$ cat config.mk
export PLATFORM = sky130hd
export DESIGN_NAME = artanh_series_evaluator_unit
export DESIGN_NICKNAME = d
export VERILOG_FILES = /design/src/hw/rtl/ase_pkg.sv /design/src/hw/rtl/ase_div.sv /design/src/hw/rtl/artanh_series_evaluator_unit.sv
export SDC_FILE = /design/constraint.sdc
export NUM_CORES = 2
export LEC_CHECK = 0
export ABC_CLOCK_PERIOD_IN_PS = 11900
export BUFFER_PORTS_ARGS = -buffer_cell sky130_fd_sc_hd__buf_2
export CAP_MARGIN = 10
export CORE_ASPECT_RATIO = 1.2
export CORE_MARGIN = 2
export CORE_UTILIZATION = 53
export CTS_BUF_LIST = sky130_fd_sc_hd__clkbuf_8
export DETAILED_ROUTE_END_ITERATION = 7
export PLACE_DENSITY = 0.71
export SYNTH_ARGS = -nofsm -noshare
export SYNTH_HDL_FRONTEND = slang
export SYNTH_SLANG_ARGS = --single-unit
$ cat constraint.sdc
create_clock -name clk -period 11.9 [get_ports clk]
set_input_delay 0.595 -clock clk [delete_from_list [all_inputs] [get_ports clk]]
set_output_delay 0.595 -clock clk [all_outputs]
set_load 0.1 [all_outputs]
$ cat src/hw/rtl/ase_pkg.sv
// Shared types and fixed constants for the artanh series evaluator.
// Depends on nothing; used by ase_div and artanh_series_evaluator_unit.
package ase_pkg;

	localparam int MAG_W   = 32;
	localparam int SUM_W   = 40;
	localparam int TERMS_W = 11;
	localparam int TOL_W   = 30;

	localparam logic [TOL_W-1:0] TOL_RESET = 30'd1074;

	typedef struct packed {
		logic             start;
		logic [MAG_W-1:0] dividend;
	} div_req_t;

endpackage

$ cat src/hw/rtl/ase_div.sv
// Bit-serial restoring divider, one quotient bit per cycle.
// Depends on ase_pkg (div_req_t, MAG_W).
module ase_div #(
	parameter int DIV_W = 11
) (
	input  logic                      clk,
	input  logic                      arst_n,
	input  ase_pkg::div_req_t         req,
	input  logic [DIV_W-1:0]          divisor,
	output logic                      done,
	output logic [ase_pkg::MAG_W-1:0] quotient
);

	localparam int STEP_W = $clog2(ase_pkg::MAG_W);

	logic                      busy_q;
	logic                      done_q;
	logic [STEP_W-1:0]         step_q;
	logic [DIV_W-1:0]          dvs_q;
	logic [DIV_W-1:0]          rem_q;
	logic [ase_pkg::MAG_W-1:0] quo_q;

	logic [DIV_W:0] rem_sh;
	logic [DIV_W:0] rem_sub;
	logic           ge;

	always_comb begin
		rem_sh  = {rem_q, quo_q[ase_pkg::MAG_W-1]};
		ge      = rem_sh >= {1'b0, dvs_q};
		rem_sub = rem_sh - {1'b0, dvs_q};
	end

	always_ff @(posedge clk or negedge arst_n) begin
		if (!arst_n) begin
			busy_q <= 1'b0;
			done_q <= 1'b0;
			step_q <= '0;
		end else begin
			done_q <= 1'b0;
			if (req.start) begin
				busy_q <= 1'b1;
				step_q <= '0;
			end else if (busy_q) begin
				step_q <= step_q + 1'b1;
				if (step_q == STEP_W'(ase_pkg::MAG_W - 1)) begin
					busy_q <= 1'b0;
					done_q <= 1'b1;
				end
			end
		end
	end

	always_ff @(posedge clk) begin
		if (req.start) begin
			dvs_q <= divisor;
			rem_q <= '0;
			quo_q <= req.dividend;
		end else if (busy_q) begin
			rem_q <= ge ? rem_sub[DIV_W-1:0] : rem_sh[DIV_W-1:0];
			quo_q <= {quo_q[ase_pkg::MAG_W-2:0], ge};
		end
	end

	assign done     = done_q;
	assign quotient = quo_q;

endmodule

$ cat src/hw/rtl/artanh_series_evaluator_unit.sv
// artanh Taylor series evaluator: sequencer, shared multiplier and accumulator.
// Depends on ase_pkg and ase_div.
//
//  channel | signals                       | dir | moves
//  --------+-------------------------------+-----+--------------------------------------
//  in      | in_valid in_stall arg_x       | in  | one argument word
//  out     | out_valid out_stall sum_value | out | result word, terms_used diverged hit_limit
//  cfg     | cfg_valid cfg_ready cfg_data  | in  | tolerance register word
//
// An argument holds the unit until its series is done: after loading and forming x squared,
// each term takes a divider start, the bit-serial divide and one accumulate, plus
// a multiply and a power update before all but the last. A diverging argument skips
// the series and goes straight to the result. in_stall is high from acceptance until the
// result is loaded into the output register; a stalled result holds the last step.
// Reset clears the sequencer and output valid and sets tolerance to 1074.
module artanh_series_evaluator_unit #(
	parameter int MAX_TERMS = 1024,
	parameter int FRAC_BITS = 30
) (
	input  logic                               clk,
	input  logic                               arst_n,
	input  logic                               in_valid,
	output logic                               in_stall,
	input  logic signed [ase_pkg::MAG_W-1:0]   arg_x,
	output logic                               out_valid,
	input  logic                               out_stall,
	output logic signed [ase_pkg::SUM_W-1:0]   sum_value,
	output logic        [ase_pkg::TERMS_W-1:0] terms_used,
	output logic                               diverged,
	output logic                               hit_limit,
	input  logic                               cfg_valid,
	output logic                               cfg_ready,
	input  logic        [ase_pkg::TOL_W-1:0]   cfg_data
);

	localparam int MAG_W = ase_pkg::MAG_W;
	localparam int SUM_W = ase_pkg::SUM_W;
	localparam int CNT_W = $clog2(MAX_TERMS + 1);
	localparam int DIV_W = $clog2(2 * MAX_TERMS);
	localparam logic [2*MAG_W-1:0] ONE = (2*MAG_W)'(1) << FRAC_BITS;
	localparam logic [SUM_W:0] SAT_POS = {2'b00, {(SUM_W-1){1'b1}}};
	localparam logic [SUM_W:0] SAT_NEG = {2'b01, {(SUM_W-1){1'b0}}};

	typedef enum logic [3:0] {
		ST_IDLE, ST_SQR, ST_X2, ST_DSTART, ST_DWAIT, ST_ACC, ST_MUL, ST_POW, ST_FIN
	} state_t;

	state_t state_q;

	logic [ase_pkg::TOL_W-1:0] tol_q;
	logic                      neg_q;
	logic                      div_flag_q;
	logic                      lim_q;
	logic [MAG_W-1:0]          mag_q;
	logic [MAG_W-1:0]          x2_q;
	logic [MAG_W-1:0]          pw_q;
	logic [2*MAG_W-1:0]        prod_q;
	logic [SUM_W-1:0]          sum_q;
	logic [CNT_W-1:0]          cnt_q;

	logic                            out_valid_q;
	logic [SUM_W-1:0]                sum_value_q;
	logic [ase_pkg::TERMS_W-1:0]     terms_used_q;
	logic                            diverged_q;
	logic                            hit_limit_q;

	logic [MAG_W-1:0]   arg_u;
	logic [MAG_W-1:0]   mag_in;
	logic               big_in;
	logic [MAG_W-1:0]   mul_a;
	logic [MAG_W-1:0]   mul_b;
	logic [MAG_W-1:0]   prod_sh;
	logic [SUM_W:0]     sum_add;
	logic [SUM_W:0]     sat_lim;
	logic [SUM_W-1:0]   sum_nx;
	logic [CNT_W-1:0]   cnt_nx;
	logic               out_free;

	ase_pkg::div_req_t  div_req;
	logic [DIV_W-1:0]   divisor;
	logic               div_done;
	logic [MAG_W-1:0]   div_quo;

	always_comb begin
		arg_u    = unsigned'(arg_x);
		mag_in   = arg_u[MAG_W-1] ? (~arg_u + 1'b1) : arg_u;
		big_in   = {{MAG_W{1'b0}}, mag_in} >= ONE;
		mul_a    = (state_q == ST_SQR) ? mag_q : pw_q;
		mul_b    = (state_q == ST_SQR) ? mag_q : x2_q;
		prod_sh  = MAG_W'(prod_q >> FRAC_BITS);
		sum_add  = {1'b0, sum_q} + (SUM_W+1)'(div_quo);
		sat_lim  = neg_q ? SAT_NEG : SAT_POS;
		sum_nx   = (sum_add > sat_lim) ? sat_lim[SUM_W-1:0] : sum_add[SUM_W-1:0];
		cnt_nx   = cnt_q + 1'b1;
		out_free = !out_valid_q || !out_stall;
		divisor  = {cnt_q[DIV_W-2:0], 1'b1};
		div_req.start    = (state_q == ST_DSTART);
		div_req.dividend = pw_q;
	end

	ase_div #(
		.DIV_W (DIV_W)
	) u_div (
		.clk      (clk),
		.arst_n   (arst_n),
		.req      (div_req),
		.divisor  (divisor),
		.done     (div_done),
		.quotient (div_quo)
	);

	always_ff @(posedge clk or negedge arst_n) begin
		if (!arst_n) begin
			tol_q       <= ase_pkg::TOL_RESET;
		end else if (cfg_valid) begin
			tol_q       <= cfg_data;
		end
	end

	always_ff @(posedge clk or negedge arst_n) begin
		if (!arst_n) begin
			state_q     <= ST_IDLE;
			out_valid_q <= 1'b0;
		end else begin
			if (state_q == ST_FIN && out_free)
				out_valid_q <= 1'b1;
			else if (!out_stall)
				out_valid_q <= 1'b0;
			case (state_q)
				ST_IDLE: begin
					if (in_valid) begin
						state_q <= big_in ? ST_FIN : ST_SQR;
					end
				end
				ST_SQR:    state_q <= ST_X2;
				ST_X2:     state_q <= ST_DSTART;
				ST_DSTART: state_q <= ST_DWAIT;
				ST_DWAIT: begin
					if (div_done)
						state_q <= ST_ACC;
				end
				ST_ACC: begin
					if (div_quo <= {2'b00, tol_q} || cnt_nx >= CNT_W'(MAX_TERMS))
						state_q <= ST_FIN;
					else
						state_q <= ST_MUL;
				end
				ST_MUL:    state_q <= ST_POW;
				ST_POW:    state_q <= ST_DSTART;
				ST_FIN: begin
					if (out_free)
						state_q <= ST_IDLE;
				end
				default:   state_q <= ST_IDLE;
			endcase
		end
	end

	always_ff @(posedge clk) begin
		case (state_q)
			ST_IDLE: begin
				neg_q      <= arg_u[MAG_W-1];
				mag_q      <= mag_in;
				pw_q       <= mag_in;
				div_flag_q <= big_in;
				sum_q      <= '0;
				cnt_q      <= '0;
				lim_q      <= 1'b0;
			end
			ST_SQR:  prod_q <= mul_a * mul_b;
			ST_X2:   x2_q   <= prod_sh;
			ST_ACC: begin
				sum_q <= sum_nx;
				cnt_q <= cnt_nx;
				lim_q <= !(div_quo <= {2'b00, tol_q}) && cnt_nx >= CNT_W'(MAX_TERMS);
			end
			ST_MUL:  prod_q <= mul_a * mul_b;
			ST_POW:  pw_q   <= prod_sh;
			ST_FIN: begin
				if (out_free) begin
					sum_value_q  <= neg_q ? (~sum_q + 1'b1) : sum_q;
					terms_used_q <= ase_pkg::TERMS_W'(cnt_q);
					diverged_q   <= div_flag_q;
					hit_limit_q  <= lim_q;
				end
			end
			default: begin
			end
		endcase
	end

	assign in_stall   = (state_q != ST_IDLE);
	assign cfg_ready  = 1'b1;
	assign out_valid  = out_valid_q;
	assign sum_value  = signed'(sum_value_q);
	assign terms_used = terms_used_q;
	assign diverged   = diverged_q;
	assign hit_limit  = hit_limit_q;

endmodule

# After elaboration in Yosys (flattened, before gate mapping)

Cells that the tools add are included.

Register bits: 360
Bits in latches: 0
Memory bits (writable): 0
ROM bits: 0
Input port bits: 67
Output and inout port bits: 56
Word-level logic and storage cells: 94
Memories kept: 0

Add/sub/neg operators: 6
Multiply operators: 1
Div/mod/pow operators: 0
$lt $le $gt $ge: 5
Eq/ne operators: 13
Shift-type cells: 0
Muxes and demuxes: 29
Bitwise operators: 2
Reduce and logical (&&, ||, !) cells: 16

Operators by type and width:

| operator                | number |
|---|---|
| $mux W32                | 5 |
| $mux W40                | 3 |
| $pmux W40 S2            | 1 |
| $pmux W32 S2            | 1 |
| $mul A32 B32 Y62        | 1 |
| $add A40 B32 Y41        | 1 |
| $gt A41 B40 Y1          | 1 |
| $add A40 B1 Y40 const B | 1 |
| $not A40 Y40            | 1 |
| $add A32 B1 Y32 const B | 1 |
| $ge A32 B31 Y1 const B  | 1 |
| $le A32 B30 Y1          | 1 |
| $not A32 Y32            | 1 |
| $pmux W4 S8             | 1 |
| $pmux W11 S2            | 1 |
| $mux W4                 | 5 |
| $eq A4 B3 Y1 const B    | 4 |
| $ge A12 B11 Y1          | 1 |
| $add A11 B1 Y11 const B | 1 |
| $ge A11 B11 Y1 const B  | 1 |
| $mux W11                | 1 |
| $sub A11 B11 Y11        | 1 |
| $mux W5                 | 2 |
| $eq A4 B2 Y1 const B    | 2 |
| other kinds (17)        | 33 |

# Longest topological paths before layout

Word-level depth: 7
Depth in mapped cells: 35
Gate-level depth less buffers: 30

# Hierarchy

From an unflattened synthesis, not the netlist that was laid out.

Cell total of the unflattened synthesis: 5199
Area total of the unflattened synthesis: 49177.2 um^2

By module, submodules not included:

| module                       | instances | cells an instance | area an instance (um^2) | sequential area each (um^2) |
|---|---|---|---|---|
| artanh_series_evaluator_unit | 1         | 4955              | 46077.9                 | 7937.6 |
| ase_div                      | 1         | 244               | 3099.2                  | 1686.6 |

# Worst setup path after synthesis

No wires, ideal clock.

Path type: register to register
From: register state_q[2]
To: register prod_q[55] (data pin)
Library setup time: 0.266 ns
Arrival time: 8.874 ns
Required time: 11.634 ns
Slack: 2.761 ns
Stages on the path, launching flop included: 30
Buffers on the path: 6
Clock period less this slack: 9.139 ns
Cells stage by stage: dfrtp_1 > clkbuf_1 > or4b_1 > clkbuf_1 > clkbuf_1 > clkbuf_1 > clkbuf_1 > a21oi_1 > clkbuf_1 > nor2_1 > fa_1 > fa_1 > fa_1 > inv_1 > fa_1 > inv_1 > fa_1 > fa_1 > fa_1 > fa_1 > ha_1 > a21o_1 > a31o_2 > a221oi_1 > o21ai_0 > a31o_2 > a221o_1 > a221oi_2 > o211ai_1 > xor2_1

Word-level cells in the longest chain between the ends: 3
Elaborated cells on any way between the ends: 4
Classes of those cells: mul: 1; eq/ne: 1; mux: 2

RTL lines:

| what                               | RTL line                                                                                                    | text |
|---|---|---|
| start: declaration                 | artanh_series_evaluator_unit.sv:48                                                                          | `state_t state_q;` |
| start signal: assignment           | artanh_series_evaluator_unit.sv:132                                                                         | `state_q <= big_in ? ST_FIN : ST_SQR;` |
| $eq A4 B1 Y1 (*)                   | artanh_series_evaluator_unit.sv:88, artanh_series_evaluator_unit.sv:89, artanh_series_evaluator_unit.sv:160 |  |
| $mux W32, on equally long branches | artanh_series_evaluator_unit.sv:88, artanh_series_evaluator_unit.sv:89                                      |  |
| $mul A32 B32 Y62 (*)               | artanh_series_evaluator_unit.sv:170, artanh_series_evaluator_unit.sv:177                                    |  |
| end signal: assignment             | artanh_series_evaluator_unit.sv:170                                                                         | `ST_SQR: prod_q <= mul_a * mul_b;` |
| end signal: assignment             | artanh_series_evaluator_unit.sv:177                                                                         | `ST_MUL: prod_q <= mul_a * mul_b;` |
| end: declaration                   | artanh_series_evaluator_unit.sv:57                                                                          | `logic [2*MAG_W-1:0] prod_q;` |

Every way passes the cells marked *; elsewhere a longest branch is shown, timed or not.
A chain may end at the register's enable or synchronous reset.

# Worst setup path after layout

From: register state_q[1]
To: register prod_q[61] (data pin)

The elaborated chain is that of the path after synthesis.

==> metrics.txt <==
Vias/cell 5.84; met2 usage 55.8%; Die Span X 282 µm; wire per inst 23.9 µm; post-synth net total 6629; CP Capture Type flip-flop; layout cell share with drive strength beyond 1 7.75%; slew margin rel. 5.54%; global route overflow 0; outcome finished, final reports clean; CP startpoint kind flip-flop; Slew Viols, Final 0; gpl congestion 1.06; TritonRoute pass-1 iters 8; RSZ-0062 raised after global routing no; Final nets 6694; # clock sinks 330; r2r setup slk 1.55 ns; Post-DRT Antenna Nets 0; Site Rows 122; clock skew 0.0307 ns; sequential area share after synthesis 19.5%; Syn. warnings 0; global route hottest layer met2; CTS tree yes; number of synthesized flops with an enable pin 277; area delta synth->final 7.07%; CP required 12.25 ns; Synth area leaders fa_1, edfxtp_1, ha_1; final core occ 57.3%; die area 95500 µm²; M1 GR Usage 41.3%; Yosys top cell area share 36.4%; Top Family by Delay on Critical Path adder cells; worst-margin pin slew 1.42 ns; Synth Register Bits 330; pin count of the biggest net entering global routing 82; dominant synthesized flop cell edfxtp_1; leading area contributor after synthesis fa_1; Ports 123; Initial Utilization 53.5%; CTS buffer count 51; min-delay worst type in2async; detailed-route via count 38900; maximum clock frequency 96.6 MHz; post-synthesis cell count 5303; post-CTS sizing 0; async set-reset flop share out of synthesis 12.7%; buffer type at the clock tree root clkbuf_8; cts hold-fix bufs 0; Period minus WS final 10.35 ns; Post-synth top cells inv_1, fa_1, nand2_1; vias in the first global route 40900; Max clock buf depth 3; slowest CP cell a21oi_2; DRC Markers 0; core footprint 92200 µm²; Post-CTS Setup Inserts 0; MaxCap Viol Count 0; Buffers & Inverters on Critical Path 6; worst setup margin 1.55 ns; final setup fails 0; Arrival @ worst endpoint 10.70 ns; WL final 159000 µm; die height 338 µm; worst r2r path cells 27; Port Buf Inserts 121; Fin. Hold Viols 0; CTS H-tree lvls 2; Reg clk slew, reported paths 0.07 ns; DP HPWL 126000 µm; worst hold slack 0.0607 ns; critical path depth 27; first-pass GRT wire length 242000 µm; met3 GRT Util 7.23%; post-synthesis cell area 49300 µm²; Crit path largest cell delay 1.05 ns; Setup TNS Final 0 ns; most used cell, CP fa_1; top-count cell post-synth inv_1; Total Routing Usage GR 34.2%; distinct cell type count after synthesis 74; clock latency on the worst-skew pair 0.62 ns; Final period util 87.0%; initial antenna violation count 11; mean post-synth cell area 9.30 µm²; CP Max Fanout 77; pre-CTS setup slack 1.74 ns; DR iter-0 viols 3583; Setup CP Type reg2reg
-- sequential cells by signal, indices dropped and copies added (netlist names), 4 cells and up --
signal,flops
u_div.dvs_q,10
terms_used,11
pw_q,32
x2_q,32
state_q,4
u_div.step_q,5
u_div.quotient,32
prod_q,32
mag_q,32
sum_value,40
tol_q,30
u_div.rem_q,11
cnt_q,11
sum_q,40
-- metrics by stage --
stage	cell area, µm²	instances
4_1_cts	52800	6646
3_3_place_gp	51700	6554
3_5_place_dp	51700	6555
6_report	52800	6657
5_1_grt	52800	6648
2_1_floorplan	49300	5303
-- cell usage in the layout, fill, tap and decap left out, drive strengths merged, types with 33 or more instances in the layout --
cell	n
nor2	686
xnor2	114
edfxtp	277
a21oi	191
clkbuf	56
dfrtp	38
nand3	44
nor3	34
a21o	90
inv	944
and2	36
xor2	45
fa	896
buf	242
o21ai	126
ha	363
nand4	40
nand2	818
mux2	33
-- final cells by class --
cell class,instances,area [µm²]
Antenna cell,11,27.5
Clock buffer,56,771
Clock inverter,35,258
Fill cell,8230,39400
Inverter,928,3480
Multi-Input combinational cell,3815,35600
Sequential cell,330,9590
Tap cell,1240,1550
Timing Repair Buffer,242,1530
-- kinds of logic after synthesis --
family | after synthesis | synth area share [%]
other | 1 | 0.00761
AND/OR/NAND/NOR | 1772 | 14.8
XOR/XNOR | 159 | 2.82
adder cells (fa/ha/maj) | 1259 | 45.6
multiplexers | 46 | 1.02
flip-flops | 330 | 19.5
buffers and inverters | 1158 | 8.82
AO/OA/AOI/OAI | 578 | 7.45
-- path summary, 6_finish.rpt --
kind	from	end
setup / recovery	state_q[1]	prod_q[61]
hold / removal	arst_n	tol_q[0]
setup reg to reg	state_q[1]	prod_q[61]
hold reg to reg	lim_q	hit_limit
max in group asynchronous	arst_n	u_div.step_q[0]
min in group clk	cfg_data[8]	tol_q[8]
-- metal layers --
layer  vias to the layer above  share of wire, %  wire length (µm)
met2                      2070                47             75100
met5                         -             0.045                72
met1                     19500                35             55800
met3                       581               9.9             15700
li1                      16700                 -                 -
met4                        12               8.0             12700
Power is left out: the tool's default activity adds up to more than one toggle a clock period on the data nets, which glitch-free logic cannot reach.
